[config.mk]
export PLATFORM = sky130hd
export DESIGN_NAME = dual_channel_serial_ring_buffers_core
export DESIGN_NICKNAME = d
export VERILOG_FILES = /design/src/rtl/core/dcsrb_pkg.sv /design/src/rtl/core/dcsrb_ctrl.sv /design/src/rtl/core/dcsrb_datapath.sv /design/src/rtl/core/dual_channel_serial_ring_buffers_core.sv
export SDC_FILE = /design/constraint.sdc
export NUM_CORES = 2
export LEC_CHECK = 0
export ABC_AREA = 1
export BUFFER_PORTS_ARGS = -buffer_cell sky130_fd_sc_hd__buf_2
export CAP_MARGIN = 25
export CORE_UTILIZATION = 33
export CTS_BUF_LIST = sky130_fd_sc_hd__clkbuf_2
export CTS_CLUSTER_SIZE = 20
export DETAILED_ROUTE_END_ITERATION = 12
export GPL_ROUTABILITY_DRIVEN = 0
export PLACE_DENSITY = 0.49
export SYNTH_ARGS = -nofsm -noshare
export SYNTH_HDL_FRONTEND = slang
export SYNTH_SLANG_ARGS = --single-unit
[constraint.sdc]
create_clock -name clock -period 4.6 [get_ports clock]
set_input_delay 0 -clock clock [delete_from_list [all_inputs] [get_ports clock]]
set_output_delay 0 -clock clock [all_outputs]
set_load 0.02 [all_outputs]
[src/rtl/core/dcsrb_pkg.sv]
package dcsrb_pkg;

   localparam int RX_DEPTH_DEFAULT     = 64;
   localparam int TX_DEPTH_DEFAULT     = 64;
   localparam int NUM_CHANNELS_DEFAULT = 2;

   localparam int DATA_W   = 8;
   localparam int MODE_W   = 2;
   localparam int CHAN_W   = 2;
   localparam int STATUS_W = 3;
   localparam int REQ_USER_W = MODE_W + CHAN_W;
   localparam int RSP_USER_W = STATUS_W + 3;

   typedef enum logic [MODE_W-1:0] {
      MODE_RX_PUSH = 2'd0,
      MODE_RX_POP  = 2'd1,
      MODE_TX_PUSH = 2'd2,
      MODE_TX_POP  = 2'd3
   } mode_type;

   typedef enum logic [STATUS_W-1:0] {
      ST_OK        = 3'd0,
      ST_RX_NODATA = 3'd1,
      ST_TX_FULL   = 3'd2,
      ST_TX_EMPTY  = 3'd3,
      ST_BAD_CH    = 3'd4,
      ST_RX_DROP   = 3'd5
   } status_type;

   typedef struct packed {
      logic load;
      logic exec;
   } cmd_type;

endpackage

[src/rtl/core/dcsrb_ctrl.sv]
module dcsrb_ctrl
   import dcsrb_pkg::*;
(
   input  logic    clock,
   input  logic    reset,
   input  logic    req_tvalid,
   output logic    req_tready,
   output logic    rsp_tvalid,
   input  logic    rsp_tready,
   output cmd_type cmd
);

   typedef enum logic [2:0] {
      S_IDLE = 3'b001,
      S_EXEC = 3'b010,
      S_RESP = 3'b100
   } state_type;

   state_type state_ff, state_in;

   always_comb begin
      state_in = state_ff;
      case (state_ff)
         S_IDLE: begin
            if (req_tvalid) begin
               state_in = S_EXEC;
            end
         end
         S_EXEC: begin
            state_in = S_RESP;
         end
         S_RESP: begin
            if (rsp_tready) begin
               state_in = S_IDLE;
            end
         end
         default: begin
            state_in = S_IDLE;
         end
      endcase
   end

   always_ff @(posedge clock) begin
      if (reset) begin
         state_ff <= S_IDLE;
      end else begin
         state_ff <= state_in;
      end
   end

   assign req_tready = (state_ff == S_IDLE);
   assign rsp_tvalid = (state_ff == S_RESP);
   assign cmd.load   = req_tvalid && (state_ff == S_IDLE);
   assign cmd.exec   = (state_ff == S_EXEC);

endmodule

[src/rtl/core/dcsrb_datapath.sv]
module dcsrb_datapath
   import dcsrb_pkg::*;
#(
   parameter int RX_DEPTH     = RX_DEPTH_DEFAULT,
   parameter int TX_DEPTH     = TX_DEPTH_DEFAULT,
   parameter int NUM_CHANNELS = NUM_CHANNELS_DEFAULT
)
(
   input  logic                  clock,
   input  logic                  reset,
   input  cmd_type               cmd,
   input  logic [DATA_W-1:0]     req_tdata,
   input  logic [REQ_USER_W-1:0] req_tuser,
   output logic [DATA_W-1:0]     rsp_tdata,
   output logic [RSP_USER_W-1:0] rsp_tuser
);

   localparam int RX_IW = $clog2(RX_DEPTH);
   localparam int TX_IW = $clog2(TX_DEPTH);
   localparam int RX_CW = $clog2(RX_DEPTH + 1);
   localparam int TX_CW = $clog2(TX_DEPTH + 1);
   localparam int RX_AW = $clog2(NUM_CHANNELS * RX_DEPTH);
   localparam int TX_AW = $clog2(NUM_CHANNELS * TX_DEPTH);
   localparam int CH_W  = (NUM_CHANNELS > 1) ? $clog2(NUM_CHANNELS) : 1;

   localparam logic [RX_CW-1:0] RX_FULL = RX_CW'(RX_DEPTH);
   localparam logic [TX_CW-1:0] TX_FULL = TX_CW'(TX_DEPTH);
   localparam logic [RX_IW-1:0] RX_LAST = RX_IW'(RX_DEPTH - 1);
   localparam logic [TX_IW-1:0] TX_LAST = TX_IW'(TX_DEPTH - 1);
   localparam logic [RX_AW-1:0] RX_BASE = RX_AW'(RX_DEPTH);
   localparam logic [TX_AW-1:0] TX_BASE = TX_AW'(TX_DEPTH);

   logic [DATA_W-1:0] rx_mem [NUM_CHANNELS * RX_DEPTH];
   logic [DATA_W-1:0] tx_mem [NUM_CHANNELS * TX_DEPTH];

   logic [RX_CW-1:0] rx_count_ff [NUM_CHANNELS];
   logic [TX_CW-1:0] tx_count_ff [NUM_CHANNELS];
   logic [RX_IW-1:0] rx_wr_ff    [NUM_CHANNELS];
   logic [RX_IW-1:0] rx_rd_ff    [NUM_CHANNELS];
   logic [TX_IW-1:0] tx_wr_ff    [NUM_CHANNELS];
   logic [TX_IW-1:0] tx_rd_ff    [NUM_CHANNELS];

   mode_type          mode_ff;
   logic [CHAN_W-1:0] channel_ff;
   logic [DATA_W-1:0] data_in_ff;

   status_type        status_ff, status_in;
   logic              rx_empty_ff, rx_empty_in;
   logic              tx_full_ff, tx_full_in;
   logic              tx_start_ff;
   logic              pop_rx_ff, pop_tx_ff;
   logic [DATA_W-1:0] rx_q_ff, tx_q_ff;

   logic [CH_W-1:0]  ch_sel;
   logic             ch_ok;
   logic [RX_CW-1:0] rx_cnt_cur, rx_cnt_new;
   logic [TX_CW-1:0] tx_cnt_cur, tx_cnt_new;
   logic             rx_push, rx_pop, tx_push, tx_pop;
   logic [RX_AW-1:0] rx_wr_addr, rx_rd_addr;
   logic [TX_AW-1:0] tx_wr_addr, tx_rd_addr;

   assign ch_sel     = CH_W'(channel_ff);
   assign ch_ok      = (channel_ff < CHAN_W'(NUM_CHANNELS));
   assign rx_cnt_cur = rx_count_ff[ch_sel];
   assign tx_cnt_cur = tx_count_ff[ch_sel];

   assign rx_push = ch_ok && (mode_ff == MODE_RX_PUSH) && (rx_cnt_cur != RX_FULL);
   assign rx_pop  = ch_ok && (mode_ff == MODE_RX_POP)  && (rx_cnt_cur != '0);
   assign tx_push = ch_ok && (mode_ff == MODE_TX_PUSH) && (tx_cnt_cur != TX_FULL);
   assign tx_pop  = ch_ok && (mode_ff == MODE_TX_POP)  && (tx_cnt_cur != '0);

   assign rx_wr_addr = (ch_sel != '0) ? RX_BASE + RX_AW'(rx_wr_ff[ch_sel])
                                      : RX_AW'(rx_wr_ff[ch_sel]);
   assign rx_rd_addr = (ch_sel != '0) ? RX_BASE + RX_AW'(rx_rd_ff[ch_sel])
                                      : RX_AW'(rx_rd_ff[ch_sel]);
   assign tx_wr_addr = (ch_sel != '0) ? TX_BASE + TX_AW'(tx_wr_ff[ch_sel])
                                      : TX_AW'(tx_wr_ff[ch_sel]);
   assign tx_rd_addr = (ch_sel != '0) ? TX_BASE + TX_AW'(tx_rd_ff[ch_sel])
                                      : TX_AW'(tx_rd_ff[ch_sel]);

   always_comb begin
      rx_cnt_new = rx_cnt_cur;
      tx_cnt_new = tx_cnt_cur;
      if (rx_push) begin
         rx_cnt_new = rx_cnt_cur + RX_CW'(1);
      end else if (rx_pop) begin
         rx_cnt_new = rx_cnt_cur - RX_CW'(1);
      end
      if (tx_push) begin
         tx_cnt_new = tx_cnt_cur + TX_CW'(1);
      end else if (tx_pop) begin
         tx_cnt_new = tx_cnt_cur - TX_CW'(1);
      end
   end

   always_comb begin
      status_in = ST_OK;
      case (mode_ff)
         MODE_RX_PUSH: begin
            if (!rx_push) begin
               status_in = ST_RX_DROP;
            end
         end
         MODE_RX_POP: begin
            if (!rx_pop) begin
               status_in = ST_RX_NODATA;
            end
         end
         MODE_TX_PUSH: begin
            if (!tx_push) begin
               status_in = ST_TX_FULL;
            end
         end
         MODE_TX_POP: begin
            if (!tx_pop) begin
               status_in = ST_TX_EMPTY;
            end
         end
         default: begin
            status_in = ST_OK;
         end
      endcase
      if (!ch_ok) begin
         status_in = ST_BAD_CH;
      end
      rx_empty_in = !ch_ok || (rx_cnt_new == '0);
      tx_full_in  = !ch_ok || (tx_cnt_new == TX_FULL);
   end

   always_ff @(posedge clock) begin
      if (cmd.load) begin
         mode_ff    <= mode_type'(req_tuser[MODE_W-1:0]);
         channel_ff <= req_tuser[REQ_USER_W-1:MODE_W];
         data_in_ff <= req_tdata;
      end
   end

   always_ff @(posedge clock) begin
      if (cmd.exec && rx_push) begin
         rx_mem[rx_wr_addr] <= data_in_ff;
      end
      if (cmd.exec) begin
         rx_q_ff <= rx_mem[rx_rd_addr];
      end
   end

   always_ff @(posedge clock) begin
      if (cmd.exec && tx_push) begin
         tx_mem[tx_wr_addr] <= data_in_ff;
      end
      if (cmd.exec) begin
         tx_q_ff <= tx_mem[tx_rd_addr];
      end
   end

   always_ff @(posedge clock) begin
      if (cmd.exec) begin
         status_ff   <= status_in;
         rx_empty_ff <= rx_empty_in;
         tx_full_ff  <= tx_full_in;
         tx_start_ff <= tx_push && (tx_cnt_cur == '0);
         pop_rx_ff   <= rx_pop;
         pop_tx_ff   <= tx_pop;
      end
   end

   always_ff @(posedge clock) begin
      if (reset) begin
         for (int i = 0; i < NUM_CHANNELS; i++) begin
            rx_count_ff[i] <= '0;
            tx_count_ff[i] <= '0;
            rx_wr_ff[i]    <= '0;
            rx_rd_ff[i]    <= '0;
            tx_wr_ff[i]    <= '0;
            tx_rd_ff[i]    <= '0;
         end
      end else if (cmd.exec && ch_ok) begin
         rx_count_ff[ch_sel] <= rx_cnt_new;
         tx_count_ff[ch_sel] <= tx_cnt_new;
         if (rx_push) begin
            rx_wr_ff[ch_sel] <= (rx_wr_ff[ch_sel] == RX_LAST) ? '0
                                : rx_wr_ff[ch_sel] + RX_IW'(1);
         end
         if (rx_pop) begin
            rx_rd_ff[ch_sel] <= (rx_rd_ff[ch_sel] == RX_LAST) ? '0
                                : rx_rd_ff[ch_sel] + RX_IW'(1);
         end
         if (tx_push) begin
            tx_wr_ff[ch_sel] <= (tx_wr_ff[ch_sel] == TX_LAST) ? '0
                                : tx_wr_ff[ch_sel] + TX_IW'(1);
         end
         if (tx_pop) begin
            tx_rd_ff[ch_sel] <= (tx_rd_ff[ch_sel] == TX_LAST) ? '0
                                : tx_rd_ff[ch_sel] + TX_IW'(1);
         end
      end
   end

   assign rsp_tdata = pop_rx_ff ? rx_q_ff : (pop_tx_ff ? tx_q_ff : '0);
   assign rsp_tuser = {tx_start_ff, tx_full_ff, rx_empty_ff, status_ff};

endmodule

[src/rtl/core/dual_channel_serial_ring_buffers_core.sv]
// Receive and transmit byte FIFOs for up to two serial channels.
// The request channel carries one operation per transfer: req_tuser selects
// the operation (receiver push, application pop, application push,
// transmitter pop) and the channel, and req_tdata carries the byte to push.
// The response channel returns exactly one transfer per request with the
// popped byte on rsp_tdata and the status code, the receive-empty flag, the
// transmit-full flag and the transmit-start pulse on rsp_tuser.
// A request is taken only while no other is in flight. After the request
// transfer the controller passes through its execute state, where the byte
// stores are read and their read data is registered, and then presents the
// response in its response state.
// While rsp_tready is low the response holds steady and no new request is
// taken. Reset empties all buffers of both channels at once; the byte
// stores themselves are not cleared, since no entry is read before it is
// written.
module dual_channel_serial_ring_buffers_core
   import dcsrb_pkg::*;
#(
   parameter int RX_DEPTH     = RX_DEPTH_DEFAULT,
   parameter int TX_DEPTH     = TX_DEPTH_DEFAULT,
   parameter int NUM_CHANNELS = NUM_CHANNELS_DEFAULT
)
(
   input  logic                  clock,
   input  logic                  reset,
   input  logic                  req_tvalid,
   output logic                  req_tready,
   // Fields from bit 0: data_in[7:0].
   input  logic [DATA_W-1:0]     req_tdata,
   // Fields from bit 0: mode[1:0], channel[3:2].
   input  logic [REQ_USER_W-1:0] req_tuser,
   output logic                  rsp_tvalid,
   input  logic                  rsp_tready,
   // Fields from bit 0: data_out[7:0].
   output logic [DATA_W-1:0]     rsp_tdata,
   // Fields from bit 0: status[2:0], rx_empty[3], tx_full[4], tx_start[5].
   output logic [RSP_USER_W-1:0] rsp_tuser
);

   cmd_type cmd;

   dcsrb_ctrl u_ctrl (
      .clock      (clock),
      .reset      (reset),
      .req_tvalid (req_tvalid),
      .req_tready (req_tready),
      .rsp_tvalid (rsp_tvalid),
      .rsp_tready (rsp_tready),
      .cmd        (cmd)
   );

   dcsrb_datapath #(
      .RX_DEPTH     (RX_DEPTH),
      .TX_DEPTH     (TX_DEPTH),
      .NUM_CHANNELS (NUM_CHANNELS)
   ) u_datapath (
      .clock     (clock),
      .reset     (reset),
      .cmd       (cmd),
      .req_tdata (req_tdata),
      .req_tuser (req_tuser),
      .rsp_tdata (rsp_tdata),
      .rsp_tuser (rsp_tuser)
   );

endmodule

# Word level (Yosys, flattened, before mapping)
# Memory sizes are Yosys's and may differ from the RTL's. A register that Yosys moved wholly into a read port is not among the register bits.
# Index checks and enable logic that the tools add are counted.
# Widths: inputs -> output; s select.
[op_classes] bitwise_logic=0 shifts=0 n_lt_le_gt_ge=1 eq_ne=15 multipliers=0 n_div=0 n_mux=71 n_reduce_logical=28 n_addsub=12
[op_table] operator="$mux 7" count=10
[op_table] operator="$mux 6" count=8
[op_table] operator="$mux 1" count=44
[op_table] operator="$add 7x6->7 const A" count=4
[op_table] operator="$add 6x1->6 const B" count=4
[op_table] operator="$eq 6x6->1 const B" count=4
[op_table] operator="$reduce_or 6->1" count=4
[op_table] operator="$mux 8" count=2
[op_table] operator="$add 7x1->7 const B" count=2
[op_table] operator="$logic_not 7->1" count=2
[op_table] operator="$ne 7x7->1 const B" count=2
[op_table] operator="$reduce_bool 7->1" count=2
[op_table] operator="$reduce_or 7->1" count=2
[op_table] operator="$sub 7x1->7 const B" count=2
[op_table] operator="$logic_and 1x1->1" count=13
[op_table] operator="$pmux 3 s4" count=1
[op_table] operator="$mux 3" count=3
[op_table] operator="$pmux 3 s3" count=1
[op_table] operator="$eq 7x7->1 const B" count=1
[op_table] operator="$eq 2x2->1 const B" count=2
[op_table] operator="$mux 2" count=2
[op_table] operator="$eq 3x1->1 const B" count=1
[op_table] operator="$eq 3x2->1 const B" count=1
[op_table] operator="$eq 3x3->1 const B" count=1
[op_table] operator="other kinds (8)" count=9
[totals] register_bits=23 mem_bits_ro=0 n_memories=8 out_inout_bits=16 latch_bits=0 elab_cells=145 ram_bits=2124 inputBits=16
[mem_list] name="u_datapath.rx_mem" depth=128 width=8 rd=1 rd_ports_with_merged_regs=1 write_ports=1 line="dcsrb_datapath.sv:33" rtl="logic [DATA_W-1:0] rx_mem [NUM_CHANNELS * RX_DEPTH];"
[mem_list] name="u_datapath.tx_mem" depth=128 width=8 rd=1 rd_ports_with_merged_regs=1 write_ports=1 line="dcsrb_datapath.sv:34" rtl="logic [DATA_W-1:0] tx_mem [NUM_CHANNELS * TX_DEPTH];"
[mem_list] name="u_datapath.rx_count_ff" depth=2 width=7 rd=1 rd_ports_with_merged_regs=1 write_ports=2 line="dcsrb_datapath.sv:36" rtl="logic [RX_CW-1:0] rx_count_ff [NUM_CHANNELS];"
[mem_list] name="u_datapath.tx_count_ff" depth=2 width=7 rd=1 rd_ports_with_merged_regs=1 write_ports=2 line="dcsrb_datapath.sv:37" rtl="logic [TX_CW-1:0] tx_count_ff [NUM_CHANNELS];"
[mem_list] name="u_datapath.rx_rd_ff" depth=2 width=6 rd=1 rd_ports_with_merged_regs=1 write_ports=2 line="dcsrb_datapath.sv:39" rtl="logic [RX_IW-1:0] rx_rd_ff [NUM_CHANNELS];"
[mem_list] name="u_datapath.rx_wr_ff" depth=2 width=6 rd=1 rd_ports_with_merged_regs=1 write_ports=2 line="dcsrb_datapath.sv:38" rtl="logic [RX_IW-1:0] rx_wr_ff [NUM_CHANNELS];"
[mem_list] name="+2 memories"

# Logic depth before layout (Yosys ltp)
[logic_depth] word_depth=9 mapped_depth=19 ltp_nobuf=17

# Hierarchy
# A second synthesis with hierarchy kept.
[unflattened] hier_cells=9055 hier_area_um2=93908.8
[modules_own_cells] module="dcsrb_datapath" area_per_inst_um2=93753.7 cells_each=9032 n_inst=1 seq_area_each_um2=64882.2
[modules_own_cells] module="dcsrb_ctrl" area_per_inst_um2=155.1 cells_each=23 n_inst=1 seq_area_each_um2=60.1

# Worst setup path before layout
# OpenSTA, ideal clock, no wires.
[synth_timing] path_kind="register -> register" start="register u_ctrl.state_ff[1]" end="memory u_datapath.tx_mem[16][0], enable pin" setup_time_ps=383 required_time_ps=4217 arrival_time_ps=4037 path_stages_with_launch=7 setup_slack_ps=180 synth_period_minus_slack_ps=4420 path_buffers=0 cell_sequence="dfxtp_1 -> inv_1 -> nor3_1 -> inv_1 -> nor2_8 -> nand3_2 -> nor3_1"
[synth_between] elab_chain_len=4
[synth_lines] element="from (decl)" line="dcsrb_ctrl.sv:19" rtl="state_type state_ff, state_in;"
[synth_lines] element="from (signal assigned)" line="dcsrb_ctrl.sv:47" rtl="state_ff <= state_in;"
[synth_lines] element="$eq 3x2->1" line="dcsrb_ctrl.sv:54" rtl="assign cmd.exec = (state_ff == S_EXEC);"
[synth_lines] element="$logic_and 1x1->1" line="dcsrb_datapath.sv:148" rtl="if (cmd.exec && tx_push) begin"
[synth_lines] element="$mux 1" line="dcsrb_datapath.sv:148"
[synth_lines] element="$mux 1 (not written as such)" line="dcsrb_datapath.sv:149" rtl="tx_mem[tx_wr_addr] <= data_in_ff;"
[synth_lines] element="to (decl)" line="dcsrb_datapath.sv:34"
# No other way between the ends.

==> impl_metrics.csv <==
group,metric,value,unit
outcome,status,"complete, no violations",
synthesis,postSynthCellCount,8820,
synthesis,syn_area,93600,µm²
pwr,seqPwrFrac,53.4,%
global_routing,track_usage,18.3,%
timing,period_share,89.5,%
routing,drt_pass1_iterations,6,
critical_path,endpoint_kind,"flip-flop",
critical_path,critPathMaxStageDelay,690,ps
timing,rsz0062_at_grt,"no",
clocking,clkSlewWorstSetupHoldPaths,110,ps
synthesis,synth.largest_area_cell,"edfxtp_1",
critical_path,cp.required,5910,ps
global_routing,grt_pass1_vias,63100,
routing,wirelength,266000,µm
global_routing,grt_start_max_net_pins,160,
pwr,p_per_area,396,nW/µm²
synthesis,ys_seq_area_share,69.4,%
routing,drt_iter0_drc,5248,
routing,routed-via-count,63300,
clocking,root_buffer,"clkbuf_2",
pwr,leakage,40.7,nW
critical_path,crit_chain,"inv_2, nand2_1, nand2_1, inv_1, ha_1, inv_1, nor2_1, nand2_2, nand2_4, nor2_8, inv_4, nor3_2, nand2_1, nor2_1",
synthesis,ys_seq_elements,2164,
synthesis,ys_warn_count,0,
global_routing,grt_pass1_wl,396000,µm
timing,setup_violations,0,
critical_path,cp_common_cell,"nand2_1",
run,max_cap_violations,0,
final_layout,final_nets,9213,
synthesis,synthFlopType,"edfxtp_1",
global_routing,use_met3,3.20,%
clocking,clock_path_buffers,4,
placed_design,dpl.hpwl,150000,µm
clocking,clk_latency,1770,ps
clocking,cts_resized,0,
clocking,cts_hold_buf,61,
floorplan,rows,195,
synthesis,synth_top_family_by_area,"simple AND/OR/NAND/NOR gates",
synthesis,synthArstFlopShare,0,%
global_routing,grt.met1_usage,24.0,%
floorplan,core-area,282000,µm²
routing,wire_per_inst,20.0,µm
clocking,h-tree-depth,6,
critical_path,critPathMaxFanout,28,
synthesis,synthSimpleGateAreaFrac,21.7,%
synthesis,synth-adder-area-share,0.134,%
routing,via_per_inst,4.76,
global_routing,busiest_layer,"met2",
synthesis,synth.top_cells.by_area,"edfxtp_1 69%, nand2_1 12%, nand3_1 6.6%",
synthesis,yosysUniqueCellTypes,43,
timing,fin_setup_tns,0,ps
synthesis,synthMuxAreaShare,0.0147,%
timing,worstMarginPinSlew,1080,ps
synthesis,yosys.area_share.xor_xnor,0.206,%
pwr,peakVddDrop,0.219,mV
synthesis,synth-compound-area-share,2.20,%
timing,slew_violations,0,
final_layout,mostFrequentLayoutCell,"nand2_1",
placed_design,place_area,98100,µm²
synthesis,synth_top_cell_area_share,69.3,%
clocking,cts_tree,"yes",
global_routing,antenna_found_initial,12,
final_layout,design_area,103000,µm²
synthesis,syn_avg_cell_area,10.6,µm²
floorplan,die_area,286000,µm²
timing,fmax,243,MHz
clocking,numCtsBuffers,555,
critical_path,crit_family,"simple AND/OR/NAND/NOR gates",
timing,fin_skew,118,ps
critical_path,crit_type,"reg2reg",
timing,post-route-min-period,4120,ps
final_layout,mostFrequentLayoutCells,"3074 x nand2_1, 2160 x edfxtp_1, 1232 x nand3_1, 937 x inv_1, 786 x clkbuf_2",
critical_path,cp.arrival,5430,ps
final_layout,syn_to_final_growth,10.5,%
floorplan,die_w,535,µm
floorplan,fp.dieH,535,µm
routing,drc,0,
critical_path,cp_num_buf_inv,4,
final_layout,fillers,28300,
floorplan,io_pins,32,
placed_design,io_buffers,31,
final_layout,drive_above_1_share,12.2,%
global_routing,grt_overflow_total,0,
pwr,p_comb_share,15.1,%
timing,hold_viol,0,
clocking,cts.sinks,2164,
routing,ant_nets,0,
global_routing,use_met2,30.3,%
timing,timing.hold.ws,325,ps
critical_path,crit_slowest_cell,"nor2_1",
clocking,cts_setup_buffers,0,
pwr,switching_share,30.4,%
min_path,hold_path_class,"in2reg",
critical_path,cp-start-kind,"flip-flop",
floorplan,start_util,33.2,%
pwr,power.internal,0.0285,W
synthesis,synth_edf_count,2160,
pwr,p_sw,0.0125,W
synthesis,synth_fp_nets,8846,
timing,slew_headroom,27.9,%
pwr,clkPwrFrac,31.5,%
==> path summary, 6_finish.rpt <==
kind | startpoint | end | slack, ps | cells after the start
worst max-delay path | flip-flop | u_datapath.rx_mem[37][2] | 480 | 14
worst min-delay path | reset | u_ctrl.state_ff[2] | 330 | 5
worst max register to register | flip-flop | u_datapath.rx_mem[37][2] | 480 | 14
worst min register to register | u_datapath.channel_ff[1] | u_datapath.rx_empty_ff | 750 | 2
==> logic make-up after synthesis <==
logic type / count (synthesis)
muxes: 1
buffers and inverters: 1418
xor gates and xnor gates: 22
and+or+nand+nor: 4878
AOI/OAI and AO/OA: 327
adders and majority gates: 10
DFF: 2164
==> power by group through the flow <==
stage               clock (W)  sequential (W)  combinational, W
global route           0.0143          0.0219           0.00679
floorplan                   0          0.0226           0.00362
detailed placement          0          0.0223           0.00621
finish                 0.0129          0.0219           0.00621
global placement            0          0.0223           0.00622
CTS                    0.0134          0.0219           0.00627
==> cell usage after synthesis (15+ instances only) <==
| cell type | instances |
|---|---|
| nor3_1 | 16 |
| nand2_1 | 3076 |
| clkbuf_1 | 56 |
| o21ai_0 | 96 |
| inv_1 | 938 |
| xor2_1 | 19 |
| buf_6 | 18 |
| buf_2 | 314 |
| nor2_1 | 457 |
| nand3_1 | 1232 |
| a21oi_1 | 64 |
| buf_4 | 42 |
| nand2_2 | 20 |
| edfxtp_1 | 2160 |
| buf_1 | 34 |
| nor2_2 | 40 |
| o211ai_1 | 133 |
| o21ai_1 | 15 |
==> through the flow <==
step	power (W)	util (%)	instances	setup WS, ps
CTS	0.0415	36.6	13300	456
finish	0.0410	36.7	13300	482
global route	0.0430	36.7	13300	261
global placement	0.0286	34.8	12300	525
detailed placement	0.0286	34.8	12300	473
floorplan	0.0262	-	8820	180
==> layout make-up <==
| class | count | area, µm² | area share, % |
|---|---|---|---|
| clock buffers | 786 | 3930 | 3.80 |
| clock inverters | 115 | 736 | 0.711 |
| repair buffers | 274 | 2760 | 2.67 |
| diodes | 17 | 42.5 | 0.0411 |
| flip-flops and latches | 2164 | 64900 | 62.8 |
| multi-input cells | 5238 | 22800 | 22.0 |
| well taps | 3743 | 4680 | 4.53 |
| inverters | 954 | 3590 | 3.47 |
==> routing by layer <==
layer	vias to the layer above	share of wire [%]
met5	-	0.031
met2	1844	48
met4	12	3.5
li1	30300	-
met3	457	5.2
met1	30700	44
==> sequential cells by signal, indices dropped and copies added, names as in the netlist, 3 cells and up, named ones only <==
register,cells
u_datapath.rx_q_ff,8
u_datapath.tx_q_ff,8
u_datapath.rx_mem,1024
u_datapath.status_ff,3
u_datapath.data_in_ff,8
u_datapath.rx_rd_ff,12
u_datapath.tx_count_ff,14
u_datapath.rx_count_ff,14
u_datapath.rx_wr_ff,12
u_datapath.tx_wr_ff,12
u_datapath.tx_rd_ff,12
u_ctrl.state_ff,3
u_datapath.tx_mem,1024
==> worst register-to-register path: stages, from the launching register on <==
cell and delay, ps:
dfxtp_2 350, inv_2 410, nand2_1 150, nand2_1 170, inv_1 110, ha_1 200, inv_1 60, nor2_1 60
nand2_2 70, nand2_4 120, nor2_8 200, inv_4 90, nor3_2 560, nand2_1 480, nor2_1 690
Power figures use the tool's default switching activity.
